`config.mk`:
```
export PLATFORM = sky130hd
export DESIGN_NAME = lrt_lim_div
export DESIGN_NICKNAME = d
export VERILOG_FILES = /design/src/lrt_pkg.sv /design/src/lrt_lim_div.sv
export SDC_FILE = /design/constraint.sdc
export NUM_CORES = 1
export LEC_CHECK = 0
export BUFFER_PORTS_ARGS = -buffer_cell sky130_fd_sc_hd__buf_2
export CAP_MARGIN = 20
export CORE_MARGIN = 2
export CORE_UTILIZATION = 59
export CTS_CLUSTER_DIAMETER = 200
export CTS_CLUSTER_SIZE = 20
export DETAILED_ROUTE_END_ITERATION = 10
export MAX_ROUTING_LAYER = met4
export PLACE_DENSITY = 0.88
export SLEW_MARGIN = 20
export SYNTH_ARGS = -nofsm -noshare
export SYNTH_HDL_FRONTEND = slang
export SYNTH_SLANG_ARGS = --single-unit
```
`constraint.sdc`:
```
create_clock -name clk_i -period 3.3 [get_ports clk_i]
set_input_delay 0.66 -clock clk_i [delete_from_list [all_inputs] [get_ports clk_i]]
set_output_delay 0.66 -clock clk_i [all_outputs]
set_load 0.01 [all_outputs]
```
`src/lrt_pkg.sv`:
```
package lrt_pkg;

  // Level geometry.
  localparam int MAX_RUNS        = 8;
  localparam int MAX_RUN_ENTRIES = 1024;
  localparam int KEY_BITS        = 32;

  localparam int RUN_W   = $clog2(MAX_RUNS);             // run number
  localparam int RCNT_W  = $clog2(MAX_RUNS + 1);         // run count, may equal MAX_RUNS
  localparam int POS_W   = $clog2(MAX_RUN_ENTRIES);      // position inside a run
  localparam int FILL_W  = $clog2(MAX_RUN_ENTRIES + 1);  // fill count of one run
  localparam int ADDR_W  = RUN_W + POS_W;
  localparam int CNT_W   = 14;                           // entry_count field
  localparam int BLK_W   = 32;

  // Configuration port.
  localparam int CFG_IDX_W  = 2;
  localparam int CFG_DATA_W = 11;
  localparam int SF_W       = 4;

  localparam logic [CFG_IDX_W-1:0] CFG_TIERING = 2'd0;
  localparam logic [CFG_IDX_W-1:0] CFG_SIZE_FACTOR = 2'd1;
  localparam logic [CFG_IDX_W-1:0] CFG_ENTRIES_PER_RUN = 2'd2;

  localparam logic [SF_W-1:0]       SF_MIN   = 4'd2;
  localparam logic [SF_W-1:0]       SF_MAX   = 4'd8;
  localparam logic [SF_W-1:0]       SF_RESET = 4'd8;
  localparam logic [CFG_DATA_W-1:0] EPR_RESET = 11'd1024;

  // Leveling full limit for the reset configuration.
  localparam int LIM_RESET_INT = (int'(EPR_RESET) / int'(SF_RESET)) * (int'(SF_RESET) - 1);
  localparam logic [FILL_W-1:0] LIM_RESET = FILL_W'(LIM_RESET_INT);

  // Actions.
  localparam logic [1:0] ACT_INSERT  = 2'd0;
  localparam logic [1:0] ACT_LOOKUP  = 2'd1;
  localparam logic [1:0] ACT_OVERLAP = 2'd2;
  localparam logic [1:0] ACT_CLEAR   = 2'd3;

  // Result status codes.
  localparam logic [2:0] ST_INSERTED   = 3'd0;
  localparam logic [2:0] ST_REJECTED   = 3'd1;
  localparam logic [2:0] ST_HIT        = 3'd2;
  localparam logic [2:0] ST_MISS       = 3'd3;
  localparam logic [2:0] ST_OVERLAPS   = 3'd4;
  localparam logic [2:0] ST_NO_OVERLAP = 3'd5;
  localparam logic [2:0] ST_CLEARED    = 3'd6;

  typedef struct packed {
    logic [1:0]          action;
    logic [KEY_BITS-1:0] key_low;
    logic [KEY_BITS-1:0] key_high;
    logic [BLK_W-1:0]    block_address;
  } in_word_t;

  typedef struct packed {
    logic [2:0]          status;
    logic [2:0]          run_index;
    logic [KEY_BITS-1:0] found_key_low;
    logic [KEY_BITS-1:0] found_key_high;
    logic [BLK_W-1:0]    found_block;
    logic                level_full;
    logic [CNT_W-1:0]    entry_count;
    logic                last;
  } out_word_t;

  typedef struct packed {
    logic [KEY_BITS-1:0] key_low;
    logic [KEY_BITS-1:0] key_high;
    logic [BLK_W-1:0]    block;
  } entry_t;

  function automatic logic [SF_W-1:0] eff_factor(input logic [SF_W-1:0] sf);
    logic [SF_W-1:0] f;
    f = sf;
    if (f < SF_MIN) f = SF_MIN;
    if (f > SF_MAX) f = SF_MAX;
    return f;
  endfunction

  function automatic logic [RCNT_W-1:0] eff_runs(input logic tier, input logic [SF_W-1:0] sf);
    logic [RCNT_W-1:0] r;
    if (!tier) begin
      r = RCNT_W'(1);
    end else begin
      r = RCNT_W'(eff_factor(sf));
      if (r > RCNT_W'(MAX_RUNS)) r = RCNT_W'(MAX_RUNS);
    end
    return r;
  endfunction

  function automatic logic [FILL_W-1:0] eff_epr(input logic [CFG_DATA_W-1:0] e);
    logic [FILL_W-1:0] r;
    if (e == '0) begin
      r = FILL_W'(1);
    end else if (32'(e) > 32'(MAX_RUN_ENTRIES)) begin
      r = FILL_W'(MAX_RUN_ENTRIES);
    end else begin
      r = FILL_W'(e);
    end
    return r;
  endfunction

endpackage

```
`src/lrt_lim_div.sv`:
```
module lrt_lim_div (
  input  logic                       clk_i,
  input  logic                       rst_ni,
  input  logic                       start_i,
  input  logic [lrt_pkg::FILL_W-1:0] epr_i,
  input  logic [lrt_pkg::SF_W-1:0]   factor_i,
  output logic                       busy_o,
  output logic [lrt_pkg::FILL_W-1:0] limit_o
);
  import lrt_pkg::*;

  localparam int STEP_W = $clog2(FILL_W + 1);

  // Restoring division of the run capacity by the size factor, one quotient
  // bit a cycle, then one multiply by (factor - 1).
  logic [STEP_W-1:0]     step_q, step_d;
  logic                  mul_q, mul_d;
  logic [FILL_W-1:0]     dvd_q, dvd_d;
  logic [SF_W-1:0]       rem_q, rem_d;
  logic [FILL_W-1:0]     quo_q, quo_d;
  logic [FILL_W-1:0]     limit_q, limit_d;
  logic [SF_W-1:0]       rem_sh;
  logic                  ge;
  logic [SF_W-1:0]       fm1;
  logic [FILL_W+SF_W-1:0] prod;

  assign rem_sh = {rem_q[SF_W-2:0], dvd_q[FILL_W-1]};
  assign ge     = rem_sh >= factor_i;
  assign fm1    = factor_i - SF_W'(1);
  assign prod   = (FILL_W+SF_W)'(quo_q) * (FILL_W+SF_W)'(fm1);

  always_comb begin
    step_d  = step_q;
    mul_d   = mul_q;
    dvd_d   = dvd_q;
    rem_d   = rem_q;
    quo_d   = quo_q;
    limit_d = limit_q;
    if (start_i) begin
      step_d = STEP_W'(FILL_W);
      mul_d  = 1'b0;
      dvd_d  = epr_i;
      rem_d  = '0;
      quo_d  = '0;
    end else if (step_q != '0) begin
      dvd_d  = {dvd_q[FILL_W-2:0], 1'b0};
      rem_d  = ge ? rem_sh - factor_i : rem_sh;
      quo_d  = {quo_q[FILL_W-2:0], ge};
      step_d = step_q - STEP_W'(1);
      mul_d  = (step_q == STEP_W'(1));
    end else if (mul_q) begin
      limit_d = prod[FILL_W-1:0];
      mul_d   = 1'b0;
    end
  end

  always_ff @(posedge clk_i or negedge rst_ni) begin
    if (!rst_ni) begin
      step_q  <= '0;
      mul_q   <= 1'b0;
      limit_q <= LIM_RESET;
    end else begin
      step_q  <= step_d;
      mul_q   <= mul_d;
      limit_q <= limit_d;
    end
  end

  always_ff @(posedge clk_i) begin
    dvd_q <= dvd_d;
    rem_q <= rem_d;
    quo_q <= quo_d;
  end

  assign busy_o  = (step_q != '0) || mul_q;
  assign limit_o = limit_q;

endmodule

```
==> results of run 1 <==
-- layout make-up --
class / instances / area, µm² / share of cell area [%]
Multi-Input combinational cell: 201 / 1720 / 50.4
Sequential cell: 41 / 1010 / 29.7
Timing Repair Buffer: 56 / 384 / 11.2
Inverter: 27 / 121 / 3.55
Clock buffer: 6 / 72.6 / 2.12
Tap cell: 52 / 65.1 / 1.90
Clock inverter: 2 / 38.8 / 1.13
-- worst max-delay path by stage --
stage                     start           to  slack (ns)  cells past startpoint
global placement    factor_i[0]   limit_o[9]       -0.42                     15
floorplan           factor_i[0]   limit_o[9]       -0.07                     14
CTS                 factor_i[1]   limit_o[9]       -0.05                     14
global route        factor_i[1]   limit_o[9]       -0.25                     14
detailed placement  factor_i[0]   limit_o[9]       -0.55                     15
finish              factor_i[1]  limit_o[10]       -0.13                     16
-- sequential cells by signal, summed over array words and instances (netlist names) --
name     cells
quo_q       11
limit_o     11
step_q       4
rem_q        3
mul_q        1
dvd_q       11
-- timing repair --
action,CTS,global route
setup buffers,2,3
pin swaps,10,9
hold buffers,0,0
hold endpoints to repair,0,0
resized for setup,11,9
cloned,1,0
endpoints found under the setup margin,5,5
-- logic make-up (layout without fill, tap and decap cells) --
group | count (synthesis) | in the layout | synth area share (%)
AOI/OAI and AO/OA | 42 | 42 | 9.00
xor gates and xnor gates | 15 | 16 | 5.30
adders and majority gates | 35 | 35 | 20.4
buffers and inverters | 35 | 91 | 4.93
DFF | 41 | 41 | 37.0
muxes | 15 | 15 | 6.07
and+or+nand+nor | 93 | 93 | 17.3
-- synth_stat cells --
master	number	share of area [%]
a211o_1	1	0.32
a211oi_1	4	1.1
a21bo_2	1	0.37
a21o_1	4	1.1
a21oi_1	18	3.3
a31oi_1	1	0.23
and2_1	13	3.0
and2b_2	5	1.6
and3_1	1	0.23
buf_1	2	0.27
buf_2	3	0.55
clkbuf_1	3	0.41
dfrtp_1	13	12
dfstp_2	3	2.9
dfxtp_1	14	10
edfxtp_1	11	12
fa_1	16	12
ha_1	19	8.7
inv_1	27	3.7
mux2_2	13	5.3
mux2i_1	2	0.73
nand2_1	42	5.8
nand2b_1	8	1.8
nand3b_1	1	0.27
nor2_1	7	0.96
nor2b_1	8	1.8
nor3_1	3	0.55
nor3b_1	2	0.55
nor4b_1	1	0.32
o21ai_0	10	1.8
o21ai_1	1	0.18
o21bai_1	1	0.27
o311ai_0	1	0.32
or3_1	2	0.46
xnor2_1	9	2.9
xnor3_1	1	0.82
xor2_1	5	1.6
-- per-layer routing --
layer / share of wire (%) / global-route usage [%]
met5: 0 / -
met4: 2.3 / 10.7
met3: 3.8 / 4.58
met2: 53 / 42.3
met1: 41 / 27.6
-- through the flow --
step / setup slack, ns / power [mW] / setup TNS, ns / hold WS (ns) / cell area [µm²]
after global placement: -0.424 / 0.771 / -2.07 / 0.442 / 3180
after CTS: -0.0477 / 1.19 / -0.103 / 0.269 / 3370
after floorplan: -0.0723 / 0.714 / -0.151 / 0.364 / 2840
final: -0.135 / 1.20 / -0.249 / 0.258 / 3420
after global routing: -0.249 / 1.26 / -0.851 / 0.278 / 3420
after detailed placement: -0.545 / 0.779 / -2.70 / 0.464 / 3180
-- placed cells by master, fill, tap and decap left out, types with 2 or more instances in the layout --
cell,instances
ha_4,2
edfxtp_1,11
nand2_1,41
a21oi_2,4
and2_4,2
buf_2,26
o21ai_0,5
o21ai_1,6
inv_1,24
nor2b_1,8
fa_1,15
nor3_1,2
clkbuf_8,5
mux2_2,13
and2_1,11
mux2i_1,2
dfstp_2,3
a21oi_1,14
buf_4,27
or3_1,2
a211oi_1,4
and2b_2,5
xor2_1,4
dfxtp_1,14
buf_12,2
nor3b_1,2
nor2_1,6
xnor2_1,7
ha_1,17
dfrtp_1,13
a21o_1,4
nand2b_1,8
-- power by group --
group / internal (mW) / switching [mW]
combinational: 0.110 / 0.107
clock: 0.227 / 0.181
sequential: 0.551 / 0.0212
total: 0.889 / 0.309
==> summary.md, run 1 <==
| Metric | Value |
|---|---|
| Crit share post-route | 104% |
| Clk_lat worst skew | ~0.3 ns |
| Routed vias | 2073 |
| Die height | ~72 µm |
| DR vias/cell | 5.38 |
| Syn nets | between 300 and 400 |
| Reg clk slew, reported paths | roughly 0.080 ns |
| CP max stage cell | fa_1 |
| Reg2Reg Launch Point | quo_q[2] |
| Fin crit period | roughly 3.4 ns |
| CP Data Arrival Time | between 3 and 4 ns |
| Status | finished with violations |
| CP Launch Type | primary input |
| Final hold vios | 0 |
| Fill cells | ~270 |
| IO Port Bufs | 29 |
| Skew final | ~0.0033 ns |
| FF-to-FF setup slack | 0.32 ns |
| Clk buf depth | 2 |
| Routed len/inst | ~14 µm |
| Mapped Avg Cell Area | approximately 9.9 µm² |
| Core area | 0.00441 mm² |
| Placed cells | 371 |
| Area delta synth->final | 24.8% |
| Failing checks | negative setup slack |
| Worst-path fanout max | 5 |
| Dominant delay contributor by cell family on the critical path | adder cells |
| Maximum VDD drop | about 0.35 mV |
| Syn Inst Count | between 200 and 300 |
| Reg2reg end | limit_o[9] |
| CTS tree | yes |
| Crit Path Class | in2reg |
| Die area | approximately 0.0052 mm² |
| Synth warn | 0 |
| Chip Width | around 72 µm |
| Root Buffer | clkbuf_8 |
| First-pass GRT wire length | between 9000 and 10000 µm |
| Initial antenna violation count | 0 |
| Cell chain of the critical path | buf_12, nor3_4, xnor2_4, buf_4, and2_4, fa_1, inv_1, fa_1, inv_2, ha_4, a21o_1, a21oi_2, a21oi_2, o21ai_1, xnor2_1, o21ai_1 |
| Unrepaired setup endpoints after global routing | yes |
| MaxCap Viol Count | 0 |
| Leakage power total | around 1.6 nW |
| Fin cells | ~390 |
| CP required | 3.48 ns |
| DRC | 0 |
| Synth cell types | 37 |
| Number of buffers and inverters on the critical path | 4 |
| ANT cells | 0 |
| Maximum number of pins on one net before global-route repair | 33 |
| Final Setup Violations | 3 |
| IO Count | 30 |
| Row cnt | 24 |
| Drt total wl | 5550 µm |
| GPL Wtd Cong | between 0.8 and 0.9 |
| Worst setup EP type | flop |
| Detailed Routing Iterations Pass 1 | 4 |
| Layout cell share with drive strength beyond 1 | 31.5% |
| CTS buffer count | 5 |
| Iter 0 DRT Violations | between 100 and 150 |
| Setup WS post-layout | -0.135 ns |
| F_max | between 200 and 300 MHz |
| Vias in the first global route | roughly 2100 |
| Rel. slew slack | between 60 and 70% |
| Clock net sink count | between 40 and 50 |
| Synth Cell Area | approximately 0.0027 mm² |
| Final #Nets | between 300 and 400 |
| HP Class | in2async |
| Detailed placement HPWL | around 3800 µm |
| Core Util, Final | between 70% and 80% |
| GRT Util Overall | approximately a quarter |
| Starting density of the core | about 62% |
| Global route total overflow | 0 |
| CTS H-tree lvls | 2 |
| Final Max Slew Viols | 0 |
| Max incr delay on CP | between 0.5 and 0.6 ns |
| Number of routed nets with antenna violations | 0 |
| Post-synthesis register bit count | between 40 and 50 |
| Reg2Reg Depth | 11 |
| Power Dens Cells | about 350 mW/mm² |
| Worst-margin pin slew | 0.565 ns |
| Sequential share of the synthesized area | a little under two fifths |
Note: power is estimated with default switching activity, not from simulation.
==> inputs of run 2 (changes only) <==
--- a/config.mk
+++ b/config.mk
@@ -8,12 +8,12 @@
 export BUFFER_PORTS_ARGS = -buffer_cell sky130_fd_sc_hd__buf_2
 export CAP_MARGIN = 20
 export CORE_MARGIN = 2
-export CORE_UTILIZATION = 59
+export CORE_UTILIZATION = 63
 export CTS_CLUSTER_DIAMETER = 200
 export CTS_CLUSTER_SIZE = 20
 export DETAILED_ROUTE_END_ITERATION = 10
 export MAX_ROUTING_LAYER = met4
-export PLACE_DENSITY = 0.88
+export PLACE_DENSITY = 0.93
 export SLEW_MARGIN = 20
 export SYNTH_ARGS = -nofsm -noshare
 export SYNTH_HDL_FRONTEND = slang
==> constraint.sdc (replaced) <==
create_clock -name clk_i -period 4.1 [get_ports clk_i]
set_input_delay 0.82 -clock clk_i [delete_from_list [all_inputs] [get_ports clk_i]]
set_output_delay 0.82 -clock clk_i [all_outputs]
set_load 0.01 [all_outputs]
==> summary.md, run 2 (same netlist as run 1, synthesis figures left out) <==
| Metric | Value |
|---|---|
| Routed vias | approximately 2000 |
| Crit Path Class | in2reg |
| CTS H-tree lvls | 2 |
| Post CTS Setup Buffer Count | 0 |
| FF+latch area | approximately 0.0010 mm² |
| Worst-margin pin slew | about 0.74 ns |
| Commonest non-fill, non-tap cell in the layout | nand2_1 |
| Final Max Slew Viols | 0 |
| Met2 Wirelength | between 2000 and 3000 µm |
| Final #Nets | about 370 |
| Global route total overflow | 0 |
| GRT Util Overall | a little under a quarter |
| Die area | ~0.005 mm² |
| Vias in the first global route | ~2100 |
| Status | finished, final reports clean |
| Area delta synth->final | 13.5% |
| DRC | 0 |
| Met1 wire length | between 2000 and 2500 µm |
| Worst setup EP type | flop |
| Core area | a little over 0.004 mm² |
| DR WL met3 | between 200 and 300 µm |
| Layout cell share with drive strength beyond 1 | around 22% |
| MaxCap Viol Count | 0 |
| ANT cells | 0 |
| HP Class | in2async |
| Final Setup Violations | 0 |
| Post-route cell area | just over 0.003 mm² |
| Maximum VDD drop | 0.273 mV |
| DR vias/cell | 5.61 |
| DR top layer | met4 |
| First-pass GRT wire length | 9170 µm |
| Detailed Routing Iterations Pass 1 | 4 |
| Power, Total | about 950 µW |
| Initial antenna violation count | 0 |
| CTS buffer count | 5 |
| Max incr delay on CP | ~0.52 ns |
| Root Buffer | clkbuf_8 |
| F_max | around 260 MHz |
| Iter 0 DRT Violations | ~120 |
| Unrepaired setup endpoints after global routing | no |
| Worst-path fanout max | 4 |
| Clk buf depth | 2 |
| GPL Wtd Cong | around 0.85 |
| Routed len/inst | ~15 µm |
| Detailed placement HPWL | 3770 µm |
| Maximum number of pins on one net before global-route repair | 33 |
| Drt total wl | approximately 5300 µm |
| Commonest non-fill, non-tap cells in the layout | nand2_1 (42), buf_2 (29), inv_1 (27) |
| Final hold vios | 0 |
| Starting density of the core | ~67% |
| Cell chain of the critical path | buf_2, inv_1, ha_1, xor2_2, nand2_1, fa_1, inv_1, fa_1, fa_1, a21o_1, a21oi_1, a21oi_1, o21ai_0, xnor2_1, o21ai_1 |
| Die height | 70.0 µm |
| Chip Width | roughly 70 µm |
| CTS tree | yes |
| Row cnt | 23 |
| IO Port Bufs | 29 |
| CP Launch Type | primary input |
| Fill cells | 256 |
| Crit share post-route | 95.5% |
| Rel. slew slack | roughly half |
| Fin crit period | 3.92 ns |
| Reg clk slew, reported paths | 0.08 ns |
| IO Count | 30 |
| Dominant delay contributor by cell family on the critical path | adder cells |
| Number of routed nets with antenna violations | 0 |
| Number of buffers and inverters on the critical path | 3 |
| Skew final | between 0.005 and 0.006 ns |
| Multi-input logic area | about 0.0016 mm² |
| CP required | approximately 4.3 ns |
| CP max stage cell | fa_1 |
| Placed instance area | 0.00298 mm² |
| Clk_lat worst skew | 0.30 ns |
| Clock net sink count | between 40 and 50 |
| Most used cell, CP | fa_1 |
| Power Dens Cells | between 300 and 400 mW/mm² |
| CP Data Arrival Time | around 4 ns |
| Setup_tns | 0 ns |
| Leakage power total | ~1.5 nW |
run 2: changes by cell type in the layout (fill, tap and decap cells not counted), sizes merged:
cell | before | now
clkinvlp | 0 | 1
xor2 | 6 | 5
buf | 56 | 38
clkbuf | 6 | 5
run 2: worst paths after layout:
kind,slack (ns),depth (start not counted),from,endpoint
hold / removal,0.41,1,rst_ni,mul_q
max in group asynchronous,3.38,1,rst_ni,limit_o[7]
hold reg to reg,0.48,2,limit_o[5],limit_o[5]
setup reg to reg,0.86,11,quo_q[1],limit_o[10]
min in group clk_i,0.48,2,limit_o[5],limit_o[5]
setup / recovery,0.18,15,factor_i[0],limit_o[10]
run 2: worst register-to-register path, delay by kind of cell, from the launching register on:
kind | cells | cell delay [ns]
XOR/XNOR | 1 | 0.15
flip-flops | 1 | 0.46
adder cells (fa/ha/maj) | 3 | 1.52
AO/OA/AOI/OAI | 5 | 0.78
AND/OR/NAND/NOR | 1 | 0.13
buffers and inverters | 1 | 0.06
run 2: area by class of cell:
class	count	share of cell area (%)
Inverter	27	3.26
Clock buffer	5	2.21
Sequential cell	41	32.6
Multi-Input combinational cell	200	51.5
Clock inverter	3	1.49
Timing Repair Buffer	38	6.84
Tap cell	50	2.01
run 2: metal layers:
metal / track usage [%] / vias to the layer above
met5: - / -
met4: 7.91 / 0
met3: 5.19 / 11
met2: 38.3 / 66
met1: 30.3 / 989
li1: - / 977
run 2: power breakdown:
| group | leakage (nW) | total [mW] | switching [mW] | internal (mW) |
|---|---|---|---|---|
| Clock | 0.0543 | 0.334 | 0.152 | 0.182 |
| Combinational | 1.02 | 0.152 | 0.0802 | 0.0717 |
| Sequential | 0.433 | 0.461 | 0.0170 | 0.444 |
| Total | 1.50 | 0.946 | 0.249 | 0.697 |
run 2: repair_timing:
action                                  CTS  global route
hold endpoints to repair                  0             0
hold buffers                              0             0
resized for setup                         0             2
endpoints found under the setup margin    0             1
run 2: stage by stage:
step / std cells / hold slack (ns) / setup slack [ns] / util [%]
floorplan: 276 / 0.432 / 0.0223 / -
global placement: 356 / 0.440 / 0.0320 / 73.0
detailed placement: 356 / 0.449 / -0.0978 / 73.0
CTS: 364 / 0.430 / 0.164 / 75.8
global route: 364 / 0.436 / 0.0288 / 76.1
finish: 364 / 0.413 / 0.183 / 76.1
